## src/hw/rtl/assert_macros.svh

```systemverilog
`ifndef ASSERT_MACROS_SVH
`define ASSERT_MACROS_SVH

// Checks expr at every clock edge outside reset.
`define ASSERT_ALWAYS(lbl, expr, msg) \
   lbl: assert property (@(posedge clock) disable iff (reset) (expr)) else $error(msg);

// Same-cycle implication.
`define ASSERT_IMPL(lbl, ante, cons, msg) \
   lbl: assert property (@(posedge clock) disable iff (reset) (ante) |-> (cons)) else $error(msg);

// Next-cycle implication.
`define ASSERT_NEXT(lbl, ante, cons, msg) \
   lbl: assert property (@(posedge clock) disable iff (reset) (ante) |=> (cons)) else $error(msg);

`endif

```

## src/hw/rtl/ttfr_pkg.sv

```systemverilog
`timescale 1ns / 1ps

package ttfr_pkg;

   localparam logic [7:0] HDR_FIRST  = 8'h43;
   localparam logic [7:0] HDR_SECOND = 8'h47;
   localparam logic [7:0] TAG_ALERT  = 8'h16;
   localparam logic [7:0] TAG_CLEAR  = 8'h15;
   localparam logic [7:0] MARK_BYTE  = 8'h0F;
   localparam logic [7:0] TAIL_A     = 8'h4E;
   localparam logic [7:0] TAIL_B     = 8'h4F;

   localparam int TAG_POS   = 4;
   localparam int MARK_POS  = 17;
   localparam int CHECK_LEN = 21;
   localparam int HDR_LEN   = 2;

   typedef enum logic [1:0] {
      EV_ALERT   = 2'd0,
      EV_CLEAR   = 2'd1,
      EV_PAYLOAD = 2'd2,
      EV_REJECT  = 2'd3
   } event_type;

endpackage

```

## src/hw/rtl/ttfr_ram.sv

```systemverilog
`timescale 1ns / 1ps

module ttfr_ram #(
   parameter int WIDTH = 8,
   parameter int DEPTH = 25
) (
   input  logic                     clock,
   input  logic                     wr_en,
   input  logic [$clog2(DEPTH)-1:0] wr_addr,
   input  logic [WIDTH-1:0]         wr_data,
   input  logic                     rd_en,
   input  logic [$clog2(DEPTH)-1:0] rd_addr,
   output logic [WIDTH-1:0]         rd_data
);

   logic [WIDTH-1:0] mem_ff [DEPTH];
   logic [WIDTH-1:0] rd_data_ff;

   always_ff @(posedge clock) begin
      if (wr_en) begin
         mem_ff[wr_addr] <= wr_data;
      end
      if (rd_en) begin
         rd_data_ff <= mem_ff[rd_addr];
      end
   end

   assign rd_data = rd_data_ff;

endmodule

```

## src/hw/rtl/two_type_frame_receiver.sv

```systemverilog
`timescale 1ns / 1ps

// Frame receiver for header 0x43 0x47 links carrying collision and sensor
// frames. Each byte beat that does not end a frame is accepted unless the held
// output is stalled; the frame bytes go into a LONG_FRAME_BYTES-deep RAM with a
// registered read. A collision frame ends at byte 21 with one result beat. A
// sensor frame (csr link mode 0) ends at byte LONG_FRAME_BYTES and is read back
// from the RAM as LONG_FRAME_BYTES-2 payload beats, one per cycle behind the
// read latency unless the output stalls; the input is stalled during that
// drain. A line error drops the frame and restarts the header hunt; the
// collision flag is kept. Write csr_wr_data only while the block is idle.
module two_type_frame_receiver #(
   parameter int LONG_FRAME_BYTES = 25
) (
   input  logic       clock,
   input  logic       reset,
   input  logic       csr_wr_en,
   input  logic       csr_wr_data,
   input  logic       req_valid,
   output logic       req_stall,
   input  logic [7:0] req_rx_byte,
   input  logic       req_line_error,
   output logic       rsp_valid,
   input  logic       rsp_stall,
   output logic [1:0] rsp_event_res,
   output logic [7:0] rsp_payload_byte,
   output logic [4:0] rsp_payload_index,
   output logic       rsp_last,
   output logic       rsp_collision_active
);

   `include "assert_macros.svh"

   localparam int AW = $clog2(LONG_FRAME_BYTES);
   localparam int CW = $clog2(LONG_FRAME_BYTES + 1);

   localparam logic [CW-1:0] CNT_HDR   = CW'(ttfr_pkg::HDR_LEN);
   localparam logic [CW-1:0] CNT_TAG   = CW'(ttfr_pkg::TAG_POS);
   localparam logic [CW-1:0] CNT_MARK  = CW'(ttfr_pkg::MARK_POS);
   localparam logic [CW-1:0] CNT_CHECK = CW'(ttfr_pkg::CHECK_LEN - 1);
   localparam logic [CW-1:0] CNT_END   = CW'(LONG_FRAME_BYTES - 1);
   localparam logic [AW-1:0] ADDR_FIRST = AW'(ttfr_pkg::HDR_LEN);
   localparam logic [AW-1:0] ADDR_LAST  = AW'(LONG_FRAME_BYTES - 1);

   typedef enum logic [3:0] {
      ST_HUNT_FIRST  = 4'b0001,
      ST_HUNT_SECOND = 4'b0010,
      ST_BODY        = 4'b0100,
      ST_DRAIN       = 4'b1000
   } state_type;

   state_type       state_ff, state_in;
   logic [CW-1:0]   count_ff, count_in;
   logic            mode_ff, mode_in;
   logic            collision_ff, collision_in;
   logic            tag_ok_ff, tag_ok_in;
   logic            tag_alert_ff, tag_alert_in;
   logic            mark_ok_ff, mark_ok_in;

   logic [AW-1:0]   rd_addr_ff, rd_addr_in;
   logic            issue_done_ff, issue_done_in;
   logic [AW-1:0]   rd_idx_ff, rd_idx_in;
   logic            rd_valid_ff, rd_valid_in;

   logic            rsp_valid_ff, rsp_valid_in;
   ttfr_pkg::event_type rsp_event_ff, rsp_event_in;
   logic [7:0]      rsp_byte_ff, rsp_byte_in;
   logic [4:0]      rsp_index_ff, rsp_index_in;
   logic            rsp_last_ff, rsp_last_in;
   logic            rsp_coll_ff, rsp_coll_in;

   logic            accept;
   logic            wr_en;
   logic            issue;
   logic            out_load;
   logic            rd_last;
   logic            item_emit;
   ttfr_pkg::event_type item_event;
   logic            tail_ok;
   logic            sig_ok;
   logic [7:0]      rd_data;

   assign req_stall = (state_ff == ST_DRAIN) || (rsp_valid_ff && rsp_stall);
   assign accept    = req_valid && !req_stall;

   assign tail_ok = (req_rx_byte == ttfr_pkg::TAIL_A) || (req_rx_byte == ttfr_pkg::TAIL_B);
   assign sig_ok  = tag_ok_ff && mark_ok_ff && tail_ok;

   assign mode_in = csr_wr_en ? csr_wr_data : mode_ff;

   always_comb begin
      state_in     = state_ff;
      count_in     = count_ff;
      collision_in = collision_ff;
      tag_ok_in    = tag_ok_ff;
      tag_alert_in = tag_alert_ff;
      mark_ok_in   = mark_ok_ff;
      rd_addr_in   = rd_addr_ff;
      issue_done_in = issue_done_ff;
      wr_en        = 1'b0;
      item_emit    = 1'b0;
      item_event   = ttfr_pkg::EV_REJECT;
      if (accept) begin
         if (req_line_error) begin
            state_in = ST_HUNT_FIRST;
            count_in = '0;
         end else begin
            unique case (state_ff)
               ST_HUNT_SECOND: begin
                  if (req_rx_byte == ttfr_pkg::HDR_SECOND) begin
                     state_in = ST_BODY;
                     count_in = CNT_HDR;
                  end else if (req_rx_byte != ttfr_pkg::HDR_FIRST) begin
                     state_in = ST_HUNT_FIRST;
                  end
               end
               ST_BODY: begin
                  wr_en    = 1'b1;
                  count_in = count_ff + CW'(1);
                  if (count_ff == CNT_TAG) begin
                     tag_alert_in = req_rx_byte == ttfr_pkg::TAG_ALERT;
                     tag_ok_in    = (req_rx_byte == ttfr_pkg::TAG_ALERT) ||
                                    (req_rx_byte == ttfr_pkg::TAG_CLEAR);
                  end
                  if (count_ff == CNT_MARK) begin
                     mark_ok_in = req_rx_byte == ttfr_pkg::MARK_BYTE;
                  end
                  if (count_ff == CNT_CHECK) begin
                     if (sig_ok) begin
                        collision_in = tag_alert_ff;
                        item_emit    = 1'b1;
                        item_event   = tag_alert_ff ? ttfr_pkg::EV_ALERT
                                                    : ttfr_pkg::EV_CLEAR;
                        state_in     = ST_HUNT_FIRST;
                        count_in     = '0;
                     end else if (mode_ff) begin
                        item_emit = 1'b1;
                        state_in  = ST_HUNT_FIRST;
                        count_in  = '0;
                     end
                  end else if (count_ff == CNT_END) begin
                     count_in = '0;
                     if (mode_ff) begin
                        item_emit = 1'b1;
                        state_in  = ST_HUNT_FIRST;
                     end else begin
                        state_in      = ST_DRAIN;
                        rd_addr_in    = ADDR_FIRST;
                        issue_done_in = 1'b0;
                     end
                  end
               end
               ST_DRAIN: begin
               end
               default: begin
                  if (req_rx_byte == ttfr_pkg::HDR_FIRST) begin
                     state_in = ST_HUNT_SECOND;
                  end else begin
                     state_in = ST_HUNT_FIRST;
                  end
                  count_in = '0;
               end
            endcase
         end
      end
      if (issue) begin
         rd_addr_in    = rd_addr_ff + AW'(1);
         issue_done_in = rd_addr_ff == ADDR_LAST;
      end
      if (out_load && rd_last) begin
         state_in = ST_HUNT_FIRST;
      end
   end

   // drain pipeline: RAM read, then output register
   assign rd_last  = rd_idx_ff == ADDR_LAST;
   assign out_load = rd_valid_ff && (!rsp_valid_ff || !rsp_stall);
   assign issue    = (state_ff == ST_DRAIN) && !issue_done_ff &&
                     (!rd_valid_ff || out_load);
   assign rd_idx_in   = issue ? rd_addr_ff : rd_idx_ff;
   assign rd_valid_in = issue || (rd_valid_ff && !out_load);

   always_comb begin
      rsp_valid_in = rsp_valid_ff && rsp_stall;
      rsp_event_in = rsp_event_ff;
      rsp_byte_in  = rsp_byte_ff;
      rsp_index_in = rsp_index_ff;
      rsp_last_in  = rsp_last_ff;
      rsp_coll_in  = rsp_coll_ff;
      if (item_emit) begin
         rsp_valid_in = 1'b1;
         rsp_event_in = item_event;
         rsp_byte_in  = '0;
         rsp_index_in = '0;
         rsp_last_in  = 1'b1;
         rsp_coll_in  = collision_in;
      end else if (out_load) begin
         rsp_valid_in = 1'b1;
         rsp_event_in = ttfr_pkg::EV_PAYLOAD;
         rsp_byte_in  = rd_data;
         rsp_index_in = 5'(rd_idx_ff - ADDR_FIRST);
         rsp_last_in  = rd_last;
         rsp_coll_in  = collision_ff;
      end
   end

   ttfr_ram #(
      .WIDTH (8),
      .DEPTH (LONG_FRAME_BYTES)
   ) u_frame_ram (
      .clock   (clock),
      .wr_en   (wr_en),
      .wr_addr (count_ff[AW-1:0]),
      .wr_data (req_rx_byte),
      .rd_en   (issue),
      .rd_addr (rd_addr_ff),
      .rd_data (rd_data)
   );

   always_ff @(posedge clock) begin
      if (reset) begin
         state_ff      <= ST_HUNT_FIRST;
         count_ff      <= '0;
         mode_ff       <= 1'b0;
         collision_ff  <= 1'b0;
         issue_done_ff <= 1'b1;
         rd_valid_ff   <= 1'b0;
         rsp_valid_ff  <= 1'b0;
      end else begin
         state_ff      <= state_in;
         count_ff      <= count_in;
         mode_ff       <= mode_in;
         collision_ff  <= collision_in;
         issue_done_ff <= issue_done_in;
         rd_valid_ff   <= rd_valid_in;
         rsp_valid_ff  <= rsp_valid_in;
      end
   end

   always_ff @(posedge clock) begin
      tag_ok_ff    <= tag_ok_in;
      tag_alert_ff <= tag_alert_in;
      mark_ok_ff   <= mark_ok_in;
      rd_addr_ff   <= rd_addr_in;
      rd_idx_ff    <= rd_idx_in;
      rsp_event_ff <= rsp_event_in;
      rsp_byte_ff  <= rsp_byte_in;
      rsp_index_ff <= rsp_index_in;
      rsp_last_ff  <= rsp_last_in;
      rsp_coll_ff  <= rsp_coll_in;
   end

   assign rsp_valid            = rsp_valid_ff;
   assign rsp_event_res        = rsp_event_ff;
   assign rsp_payload_byte     = rsp_byte_ff;
   assign rsp_payload_index    = rsp_index_ff;
   assign rsp_last             = rsp_last_ff;
   assign rsp_collision_active = rsp_coll_ff;

   `ASSERT_IMPL(a_rd_only_in_drain, rd_valid_ff, state_ff == ST_DRAIN, "read beat outside drain")
   `ASSERT_IMPL(a_payload_index_range,
      rsp_valid_ff && rsp_event_ff == ttfr_pkg::EV_PAYLOAD,
      rsp_index_ff <= 5'(LONG_FRAME_BYTES - 3), "payload index past frame")
   `ASSERT_IMPL(a_event_single_beat,
      rsp_valid_ff && rsp_event_ff != ttfr_pkg::EV_PAYLOAD,
      rsp_last_ff && rsp_byte_ff == 8'h00 && rsp_index_ff == 5'd0, "bad single-beat event")
   `ASSERT_NEXT(a_drain_exit, out_load && rd_last,
      state_ff == ST_HUNT_FIRST && !rd_valid_ff, "drain did not finish")

endmodule
```

## config.mk

```make
export PLATFORM = sky130hd
export DESIGN_NAME = two_type_frame_receiver
export DESIGN_NICKNAME = d
export VERILOG_FILES = /design/src/hw/rtl/ttfr_pkg.sv /design/src/hw/rtl/ttfr_ram.sv /design/src/hw/rtl/two_type_frame_receiver.sv
export VERILOG_INCLUDE_DIRS = /design/src /design/src/hw/rtl
export SDC_FILE = /design/constraint.sdc
export NUM_CORES = 1
export LEC_CHECK = 0
export BUFFER_PORTS_ARGS = -buffer_cell sky130_fd_sc_hd__buf_2
export CAP_MARGIN = 20
export CORE_MARGIN = 2
export CORE_UTILIZATION = 60
export CTS_CLUSTER_DIAMETER = 100
export CTS_CLUSTER_SIZE = 8
export DETAILED_ROUTE_END_ITERATION = 7
export HOLD_SLACK_MARGIN = 0.15
export PLACE_DENSITY = 0.74
export SETUP_SLACK_MARGIN = 0.15
export SLEW_MARGIN = 30
export SYNTH_ARGS = -nofsm -noshare
export SYNTH_HDL_FRONTEND = slang
export SYNTH_SLANG_ARGS = --single-unit
export TNS_END_PERCENT = 30
```

## constraint.sdc

```tcl
create_clock -name clock -period 4.4 [get_ports clock]
set_input_delay 0.44 -clock clock [delete_from_list [all_inputs] [get_ports clock]]
set_output_delay 0.44 -clock clock [all_outputs]
set_load 0.01 [all_outputs]
```

==> summary.md, run 1 <==
| Metric | Value |
|---|---|
| Outcome | `complete, no violations` |
| Max Cap Viol | `0` |
| Worst skew pair latency | `0.51 ns` |
| Combinational power share | `0.011` |
| Worst hold endpoint | `mode_ff` |
| Synth Cell Area | `0.01012 mm2` |
| Ant. Diodes | `0` |
| Die width | `133.9 um` |
| Initial antenna violation count | `0` |
| Worst-Margin Slew | `0.9267 ns` |
| DP Wirelength | `12680 um` |
| PostCTS Resize Cnt | `0` |
| Overall global routing resource usage | `0.2403` |
| RSZ-0062 raised after global routing | `no` |
| CTS tree | `built` |
| Top Ports | `34` |
| Syn_nets | `613` |
| WL final | `20650 um` |
| Hold Crit Depth | `3` |
| Worst reg2reg startpoint | `state_ff[0]` |
| Hold buffers post-CTS | `0` |
| CP max FO | `8` |
| DP Worst Slack | `1.549 ns` |
| Slowest CP cell | `nor2_1` |
| CTS H-tree depth | `2` |
| Largest net degree at the start of global routing | `37` |
| Cell Rows | `47` |
| Final Hold Fails | `0` |
| Yosys top cell area share | `0.6645` |
| WL/cell | `23.49 um` |
| Setup Viol. Count Final | `0` |
| Crit path capture type | `flop` |
| Final period util | `0.6183` |
| Initial Util | `0.6126` |
| DRT Pass-1 Iters | `5` |
| Number of global-route vias before repair | `5597` |
| Overflow after GRT | `0` |
| Delay of the slowest cell on the worst path | `0.77 ns` |
| #FFs+latches synth | `252` |
| CTS max path bufs | `3` |
| Worst path most repeated cell | `nor2_1` |
| Yosys Warn Count | `0` |
| Vias/cell | `6.263` |
| Post-synth EDFFs | `224` |
| Power Dens Cells | `453.0 mW/mm2` |
| Crit start category | `flop` |
| Setup TNS | `0 ns` |
| CP cell instances | `or4b_2, nand3_1, nor2_1, nand2_1, nor2_1` |
| Iter 0 DRT Violations | `414` |
| Ys flop type | `edfxtp_1` |
| Area contributors post-synth | `edfxtp_1, mux4_2, dfxtp_1, mux2i_1, nor2_1` |
| Height of the die | `133.9 um` |
| Crit Path Category | `reg -> reg` |
| ANT nets after route | `0` |
| Post-synth cell types | `55` |
| DIE AREA | `0.01793 mm2` |
| Reg2reg setup slack | `1.68 ns` |
| Root Buffer | `clkbuf_16` |
| Clock power frac | `0.493` |
| Post-CTS Repair Setup Buffers | `0` |
| Pleak | `0.003806 uW` |
| CP required | `4.53 ns` |
| Layout cells sized above 1 | `0.2140` |
| Reg clk slew, reported paths | `0.05 ns` |
| Clk sinks | `252` |
| Syn Area/Cell | `17.13 um2` |
| Final min period | `2.721 ns` |
| Relative slew slack | `0.3799` |
| Cell depth of the worst flop-to-flop path | `5` |
| Sequential share of power | `0.496` |
| Yosys top cell by area | `edfxtp_1` |
| Sequential area share after synthesis | `0.7199` |
| Worst EP arrival | `2.85 ns` |
| Post-Syn Instances | `591` |
| Core area | `0.01652 mm2` |
| Global-route wire length before repair | `32120 um` |
| Routability Congestion | `0.9088` |
| Area Growth Syn to Fin | `14.56%` |
| Ys async rst share | `0` |
| Slew Limit Fails | `0` |
| Hold wc startpoint | `csr_wr_data` |
| Sw frac | `0.1881` |
| Worst R2R End | `u_frame_ram.mem_ff[7][0]` |
| Hold WC Path Type | `in -> reg` |
| Top-count cell post-synth | `edfxtp_1` |
| Fin Clk Skew | `0.01309 ns` |
| Fillcell total | `1040` |
| IO buf count | `33` |
| Synth cell count leaders | `edfxtp_1, mux4_2, nor2_1, nand2_1, dfxtp_1` |
| DRC violations left | `0` |
| Worst hold slack | `0.1846 ns` |
| Via count | `5505` |
| Fmax | `0.3676 GHz` |
| CTS buffer count | `37` |
| Net switching power | `988.2 uW` |
| Pint | `4265 uW` |
| # nets final | `666` |
| Final setup margin | `1.679 ns` |
| Peak supply drop | `0.2611 mV` |
flip-flops by register name, indices dropped and copies added, names as in the netlist:
signal,cells
state_ff,4
rsp_collision_active,1
rsp_payload_index,5
tag_alert_ff,1
rsp_event_res,2
u_frame_ram.rd_data,8
collision_ff,1
rsp_last,1
rsp_payload_byte,8
u_frame_ram.mem_ff,200
tag_ok_ff,1
mode_ff,1
rd_valid_ff,1
rd_idx_ff,5
mark_ok_ff,1
rd_addr_ff,5
issue_done_ff,1
rsp_valid,1
count_ff,5
layer usage:
| layer | vias to the layer above | track usage | wire (um) | part of all wire |
|---|---|---|---|---|
| li1 | 2444 | - | - | - |
| met1 | 2782 | 0.3378 | 8665 | 0.42 |
| met2 | 248 | 0.3900 | 10250 | 0.50 |
| met3 | 31 | 0.04308 | 1379 | 0.067 |
| met4 | 0 | 0.07742 | 353 | 0.017 |
| met5 | - | 0 | 0 | 0 |
cell families (layout without fill, tap and decap cells):
| family | Yosys count | in the layout | synth area share |
|---|---|---|---|
| flip-flops | 252 | 252 | 0.7199 |
| AND/OR/NAND/NOR | 142 | 142 | 0.07046 |
| multiplexers | 75 | 75 | 0.1336 |
| AO/OA/AOI/OAI | 71 | 71 | 0.04697 |
| buffers and inverters | 37 | 105 | 0.01434 |
| adder cells (fa/ha/maj) | 7 | 7 | 0.008652 |
| XOR/XNOR | 7 | 7 | 0.006057 |
critical path: cells and delay by family, from the launching register on:
kind | cells | cell delay [ns]
simple gates | 5 | 1.90
flops | 1 | 0.44
final cells by class:
type | instances | area (um2) | share of cell area
clock buffers | 52 | 1025 | 0.08837
well taps | 220 | 275.3 | 0.02374
multi-input cells | 302 | 2695 | 0.2324
inverters | 11 | 41.29 | 0.003561
flip-flops and latches | 252 | 7287 | 0.6284
clock inverters | 2 | 38.79 | 0.003345
repair buffers | 40 | 234.0 | 0.02018
power groups by stage:
stage / Sequential (uW) / Clock, uW / Combinational [uW]
floorplan: 2650 / 0 / 14.1
global placement: 2650 / 0 / 56.1
detailed placement: 2650 / 0 / 59.1
CTS: 2610 / 2610 / 59.2
global route: 2600 / 2700 / 65.7
finish: 2610 / 2590 / 59.8
how the worst max path moves through the flow:
stage | from | endpoint | cells past startpoint
3_3_place_gp | req_line_error | u_frame_ram.mem_ff[23][6] | 5
4_1_cts | state_ff[2] | u_frame_ram.mem_ff[7][0] | 5
3_5_place_dp | req_line_error | u_frame_ram.mem_ff[7][4] | 5
5_1_grt | state_ff[0] | u_frame_ram.mem_ff[7][7] | 5
6_report | state_ff[0] | u_frame_ram.mem_ff[7][0] | 5
2_1_floorplan | req_line_error | u_frame_ram.mem_ff[24][0] | 3
cells in the final DEF (no fill, tap or decap), drive strengths merged, types with 2 or more instances in the layout:
master  instances
nor2           48
nand2b          5
nand4           5
dfxtp          28
clkbuf         52
o22ai          10
a21boi          3
nor2b           5
a211oi          8
a21oi          12
a22o            2
ha              7
xnor2           4
nand3b          3
xor2            3
or4             3
mux4           48
mux2i          26
and3            2
o21ai          13
o211ai          4
edfxtp        224
nand3           8
or2             5
a21o           10
inv            12
nand2          38
or4b            2
nor3            4
buf            40
nor4            2
and4b           4
through the flow:
stage	area [um2]	utilization	total power, uW	std cells
after global placement	10520	0.6364	2706	824
after floorplan	10120	-	2664	591
after CTS	11600	0.7017	5279	879
after global routing	11600	0.7017	5372	879
final	11600	0.7017	5253	879
after detailed placement	10530	0.6374	2709	825
Power figures use the tool's default switching activity.
==> run 2: changes to the inputs <==
--- a/config.mk
+++ b/config.mk
@@ -9,12 +9,12 @@
 export BUFFER_PORTS_ARGS = -buffer_cell sky130_fd_sc_hd__buf_2
 export CAP_MARGIN = 20
 export CORE_MARGIN = 2
-export CORE_UTILIZATION = 60
+export CORE_UTILIZATION = 55
 export CTS_CLUSTER_DIAMETER = 100
 export CTS_CLUSTER_SIZE = 8
 export DETAILED_ROUTE_END_ITERATION = 7
 export HOLD_SLACK_MARGIN = 0.15
-export PLACE_DENSITY = 0.74
+export PLACE_DENSITY = 0.72
 export SETUP_SLACK_MARGIN = 0.15
 export SLEW_MARGIN = 30
 export SYNTH_ARGS = -nofsm -noshare
==> constraint.sdc (replaced) <==
create_clock -name clock -period 2.4 [get_ports clock]
set_input_delay 0.24 -clock clock [delete_from_list [all_inputs] [get_ports clock]]
set_output_delay 0.24 -clock clock [all_outputs]
set_load 0.01 [all_outputs]
==> summary.md, run 2 (synthesis results as in run 1) <==
| Metric | Value |
|---|---|
| Core area | `0.01802 mm2` |
| # nets final | `695` |
| Routability Congestion | `0.8413` |
| Area Growth Syn to Fin | `19.33%` |
| WL/cell | `23.35 um` |
| Placed insts | `853` |
| Slowest CP cell | `or4_4` |
| Fmax | `0.4339 GHz` |
| Delay of the slowest cell on the worst path | `0.47 ns` |
| Root Buffer | `clkbuf_16` |
| Crit start category | `flop` |
| Final core utilization | `0.6701` |
| Largest net degree at the start of global routing | `37` |
| Outcome | `complete, no violations` |
| CTS buffer count | `37` |
| Height of the die | `139.7 um` |
| Worst path most repeated cell | `nor2_2` |
| Hold WC Path Type | `in -> reg` |
| CTS max path bufs | `3` |
| Final min period | `2.305 ns` |
| CTS H-tree depth | `2` |
| Overflow after GRT | `0` |
| Via count | `5575` |
| Cell Rows | `49` |
| Total power | `9609 uW` |
| Cell Area, Placed | `0.01070 mm2` |
| Worst EP arrival | `2.46 ns` |
| Relative slew slack | `0.5753` |
| DP Wirelength | `13670 um` |
| DRT Pass-1 Iters | `5` |
| Worst-Margin Slew | `0.6312 ns` |
| Worst skew pair latency | `0.51 ns` |
| Top Ports | `34` |
| Ant. Diodes | `0` |
| Setup Viol. Count Final | `0` |
| Commonest non-fill, non-tap cell in the layout | `edfxtp_1` |
| CP max FO | `8` |
| Overall global routing resource usage | `0.2264` |
| Crit path capture type | `flop` |
| Largest Register | `u_frame_ram.mem_ff` |
| Initial Util | `0.5616` |
| Die width | `139.7 um` |
| Final period util | `0.9603` |
| RSZ-0062 raised after global routing | `yes` |
| Initial antenna violation count | `0` |
| ANT nets after route | `0` |
| DRC violations left | `0` |
| IO buf count | `33` |
| Clk sinks | `252` |
| Slew Limit Fails | `0` |
| DIE AREA | `0.01950 mm2` |
| Setup TNS | `0 ns` |
| Fin cells | `916` |
| Number of global-route vias before repair | `5744` |
| Final Hold Fails | `0` |
| Crit Path Category | `reg -> reg` |
| Max reg flops | `200` |
| Pleak | `0.004203 uW` |
| CP required | `2.55 ns` |
| CP cell instances | `nand2b_4, or4_4, nor2_2, nand2_1, buf_4, nor2_2` |
| Power Dens Cells | `795.5 mW/mm2` |
| Fin Clk Skew | `0.01438 ns` |
| Vias/cell | `6.086` |
| WL final | `21390 um` |
| Peak supply drop | `0.7412 mV` |
| Layout cells sized above 1 | `0.2838` |
| Design Area, Final | `0.01208 mm2` |
| Reg clk slew, reported paths | `0.05 ns` |
| Most frequent cells in the layout | `edfxtp_1, mux4_2, clkbuf_16` |
| Global-route wire length before repair | `33260 um` |
| Iter 0 DRT Violations | `642` |
| Max Cap Viol | `0` |
| CTS tree | `built` |
-- run 2: stage by stage --
stage | hold WS [ns] | setup slack, ns
2_1_floorplan | 0.3389 | 0.2061
3_3_place_gp | 0.4415 | -0.1254
3_5_place_dp | 0.4506 | -0.2233
4_1_cts | 0.1643 | 0.06689
5_1_grt | 0.1905 | -0.009027
6_report | 0.1760 | 0.09521
-- run 2: repair_timing --
item	4_1_cts	5_1_grt
pin swaps	1	1
gates cloned	0	1
setup endpoints to repair	203	173
hold endpoints to repair	15	0
resized for setup	46	15
hold buffers	8	0
buffers inserted	1	0
-- run 2: cell type report --
class	count	area, um2
multi-input combinational	302	2904
sequential	252	7288
tap	229	286.5
timing repair buffer	68	501.7
timing repair inverter	1	7.507
clock buffer	51	999.7
fill	1178	5946
clock inverter	2	46.29
inverter	11	45.04
-- run 2: power by group --
part           leakage [uW]  switching (uW)  internal (uW)
registers           0.00222            2.97           4770
clock network      0.000505            1730           2960
logic               0.00148            99.9           41.6
total               0.00420            1830           7780
-- run 2: final timing paths --
path | endpoint | slack (ns) | depth (start not counted) | startpoint
max | u_frame_ram.mem_ff[9][1] | 0.1 | 6 | state_ff[1]
min | state_ff[1] | 0.18 | 4 | req_line_error
max reg2reg | u_frame_ram.mem_ff[9][1] | 0.1 | 6 | state_ff[1]
min reg2reg | rsp_payload_byte[0] | 0.46 | 2 | rsp_payload_byte[0]
-- run 2: worst max-delay path, delay by kind of cell, from the launching register on --
| kind | cells | cell delay [ns] |
|---|---|---|
| buffers and inverters | 1 | 0.22 |
| DFF | 1 | 0.33 |
| and+or+nand+nor | 5 | 1.41 |
-- run 2: layer usage --
layer,GRT usage,vias up,wire length (um)
met5,0,-,0
met4,0.08000,0,601
met2,0.3669,225,10290
met3,0.03407,49,1290
met1,0.3193,2794,9210
li1,-,2507,-
==> run 3: changes to the inputs <==
--- a/config.mk
+++ b/config.mk
@@ -9,15 +9,16 @@
 export BUFFER_PORTS_ARGS = -buffer_cell sky130_fd_sc_hd__buf_2
 export CAP_MARGIN = 20
 export CORE_MARGIN = 2
-export CORE_UTILIZATION = 55
+export CORE_UTILIZATION = 56
 export CTS_CLUSTER_DIAMETER = 100
 export CTS_CLUSTER_SIZE = 8
 export DETAILED_ROUTE_END_ITERATION = 7
 export HOLD_SLACK_MARGIN = 0.15
-export PLACE_DENSITY = 0.72
+export PLACE_DENSITY = 0.73
 export SETUP_SLACK_MARGIN = 0.15
 export SLEW_MARGIN = 30
 export SYNTH_ARGS = -nofsm -noshare
 export SYNTH_HDL_FRONTEND = slang
+export SYNTH_HIERARCHICAL = 1
 export SYNTH_SLANG_ARGS = --single-unit
 export TNS_END_PERCENT = 30
==> summary.md, run 3 <==
| Metric | Value |
|---|---|
| Top-count cell post-synth | `edfxtp_1` |
| Footprint of the multi-input gates | `0.002798 mm2` |
| Sequential area share after synthesis | `0.7077` |
| Syn_nets | `702` |
| # nets final | `812` |
| WL/cell | `22.92 um` |
| Initial Util | `0.5713` |
| Crit start category | `flop` |
| Ys async rst share | `0` |
| Top Ports | `34` |
| Vias/cell | `6.092` |
| Max Cap Viol | `0` |
| RSZ-0062 raised after global routing | `yes` |
| CP cell instances | `buf_12, mux4_1, mux2_2, o211ai_1, o211ai_1` |
| Synth cell count leaders | `edfxtp_1, mux2i_1, nand2_1, nor2_1, a21oi_1` |
| Setup TNS | `0 ns` |
| Power Dens Cells | `786.8 mW/mm2` |
| Worst EP arrival | `2.49 ns` |
| CTS max path bufs | `3` |
| Area contributors post-synth | `edfxtp_1, mux2i_1, dfxtp_1, nand2_1, nor2_1` |
| CP Launch Point | `rd_addr_ff[0]` |
| CP bufs+invs | `1` |
| Cell depth of the worst flop-to-flop path | `5` |
| Cell Rows | `49` |
| DRC violations left | `0` |
| CP required | `2.62 ns` |
| Overall global routing resource usage | `0.2410` |
| Post-synth EDFFs | `224` |
| Worst reg2reg startpoint | `rd_addr_ff[0]` |
| Worst-Margin Slew | `0.6510 ns` |
| Final min period | `2.271 ns` |
| Register Area | `0.007287 mm2` |
| Via count | `6299` |
| Hold WC Path Type | `in -> reg` |
| Iter 0 DRT Violations | `562` |
| Overflow after GRT | `0` |
| CP max FO | `17` |
| Crit path capture type | `flop` |
| Post-synthesis mux area share | `0.1021` |
| Fillcell total | `1219` |
| Relative slew slack | `0.5660` |
| Adder-cell share of the synthesized area | `0.007290` |
| Worst skew pair latency | `0.51 ns` |
| Layout cells sized above 1 | `0.2000` |
| Largest net degree at the start of global routing | `44` |
| Reg2reg setup slack | `0.13 ns` |
| DRT Pass-1 Iters | `6` |
| Commonest non-fill, non-tap cell in the layout | `edfxtp_1` |
| Critical path capture point | `u_frame_ram/rd_data[2]` |
| Design Area, Final | `0.01221 mm2` |
| Number of global-route vias before repair | `6243` |
| Worst R2R End | `u_frame_ram/rd_data[2]` |
| CTS H-tree depth | `2` |
| Outcome | `complete, no violations` |
| Pleak | `0.004655 uW` |
| Root Buffer | `clkbuf_16` |
| Max reg flops | `200` |
| IO buf count | `33` |
| Crit Path Category | `reg -> reg` |
| Main combinational cell family by area after synthesis | `multiplexers` |
| ANT nets after route | `0` |
| WL final | `23700 um` |
| Area Growth Syn to Fin | `18.61%` |
| DIE AREA | `0.01949 mm2` |
| Clk sinks | `252` |
| Post-Synth XOR/XNOR Area | `0.005954` |
| Post-CTS Repair Setup Buffers | `0` |
| Core area | `0.01802 mm2` |
| Worst hold slack | `0.2089 ns` |
| Peak supply drop | `0.5666 mV` |
| Routability Congestion | `0.8757` |
| Ys flop type | `edfxtp_1` |
| Synth Cell Area | `0.01030 mm2` |
| Setup Viol. Count Final | `0` |
| Post-Syn Instances | `681` |
| DP Wirelength | `15520 um` |
| Fmax | `0.4404 GHz` |
| Fin Clk Skew | `0.01205 ns` |
| Placed insts | `973` |
| Post-synth cell types | `60` |
| Yosys Warn Count | `6` |
| Final Hold Fails | `0` |
| Reg clk slew, reported paths | `0.05 ns` |
| CTS tree | `built` |
| Final period util | `0.9461` |
| Ant. Diodes | `0` |
| Syn Area/Cell | `15.12 um2` |
| Fin cells | `1034` |
| Family with the most delay on the worst path | `multiplexers` |
| Critical Path Stages | `5` |
| Worst path most repeated cell | `o211ai_1` |
| Slew Limit Fails | `0` |
| Yosys top cell by area | `edfxtp_1` |
| Yosys top cell area share | `0.6532` |
| Compound-cell area share of the yosys netlist | `0.06136` |
| Delay of the slowest cell on the worst path | `0.62 ns` |
| Height of the die | `139.6 um` |
| Largest Register | `u_frame_ram/mem_ff` |
| Cell Area, Placed | `0.01104 mm2` |
| Die width | `139.6 um` |
| Global-route wire length before repair | `35580 um` |
| Initial antenna violation count | `0` |
| #FFs+latches synth | `252` |
| Slowest CP cell | `mux4_1` |
| Post-Synth Simple-Gate Area | `0.09320` |
| Most frequent cells in the layout | `edfxtp_1, mux2i_1, buf_4` |
| CTS buffer count | `37` |
-- run 3: cell count changes after synthesis, moves of 7 or more --
cell | before | now
a21o_1 | 10 | 3
a21oi_1 | 12 | 33
a22oi_1 | 0 | 19
clkbuf_1 | 16 | 6
mux2i_1 | 26 | 78
mux4_2 | 48 | 8
nand2_1 | 38 | 55
nand3_1 | 8 | 30
o21ai_0 | 13 | 2
o22ai_1 | 10 | 0
-- run 3: timing repair --
| action | 4_1_cts | 5_1_grt |
|---|---|---|
| resized for setup | 2 | 3 |
| hold endpoints to repair | 24 | 0 |
| endpoints found under the setup margin | 3 | 82 |
| hold buffers | 7 | 0 |
| cloned | 0 | 1 |
-- run 3: routing by layer --
layer / share of wire / global-route usage / up-vias
met5: 0 / 0 / -
li1: - / - / 2845
met3: 0.073 / 0.05299 / 66
met1: 0.42 / 0.3327 / 3107
met4: 0.035 / 0.09632 / 0
met2: 0.47 / 0.3787 / 281
-- run 3: worst min-delay path by stage --
stage,start,to,depth (start not counted)
detailed placement,rsp_last,rsp_last,1
CTS,req_rx_byte[5],mark_ok_ff,3
global route,req_rx_byte[5],mark_ok_ff,3
finish,req_rx_byte[5],mark_ok_ff,3
floorplan,req_rx_byte[0],u_frame_ram/mem_ff[0][0],0
global placement,rsp_last,rsp_last,1
-- run 3: report_power, final --
part / switching [uW] / total [uW] / internal, uW / leakage (uW)
clock: 1720 / 4700 / 2970 / 0.000513
sequential: 3.02 / 4780 / 4770 / 0.00221
combinational: 96.9 / 135 / 37.9 / 0.00193
-- run 3: area by class of cell --
cell class                 count  area share
sequential                   252      0.5966
multi-input combinational    389      0.2291
clock buffer                  50     0.08154
timing repair buffer         101     0.06085
tap                          229     0.02346
clock inverter                 3    0.005429
inverter                      10    0.003073
-- run 3: kinds of logic (layout without fill, tap and decap cells) --
kind of cell | Yosys count | after routing
DFF | 252 | 252
adders and majority gates | 6 | 6
and+or+nand+nor | 193 | 193
buffers and inverters | 40 | 164
xor gates and xnor gates | 7 | 7
muxes | 90 | 90
AOI/OAI and AO/OA | 93 | 93
-- run 3: per-stage QoR --
| stage | worst slack (ns) | utilization | total power (uW) |
|---|---|---|---|
| floorplan | 0.07642 | - | 4882 |
| global placement | 0.1763 | 0.6122 | 4975 |
| detailed placement | 0.1438 | 0.6122 | 4980 |
| CTS | 0.1552 | 0.6753 | 9681 |
| global route | 0.1250 | 0.6776 | 9870 |
| finish | 0.1294 | 0.6776 | 9610 |
-- run 3: worst reg2reg max path, stage by stage, from the launching register on --
cell      delay (ns)
edfxtp_1        0.45
buf_12          0.23
mux4_1          0.63
mux2_2          0.29
o211ai_1        0.23
o211ai_1        0.16
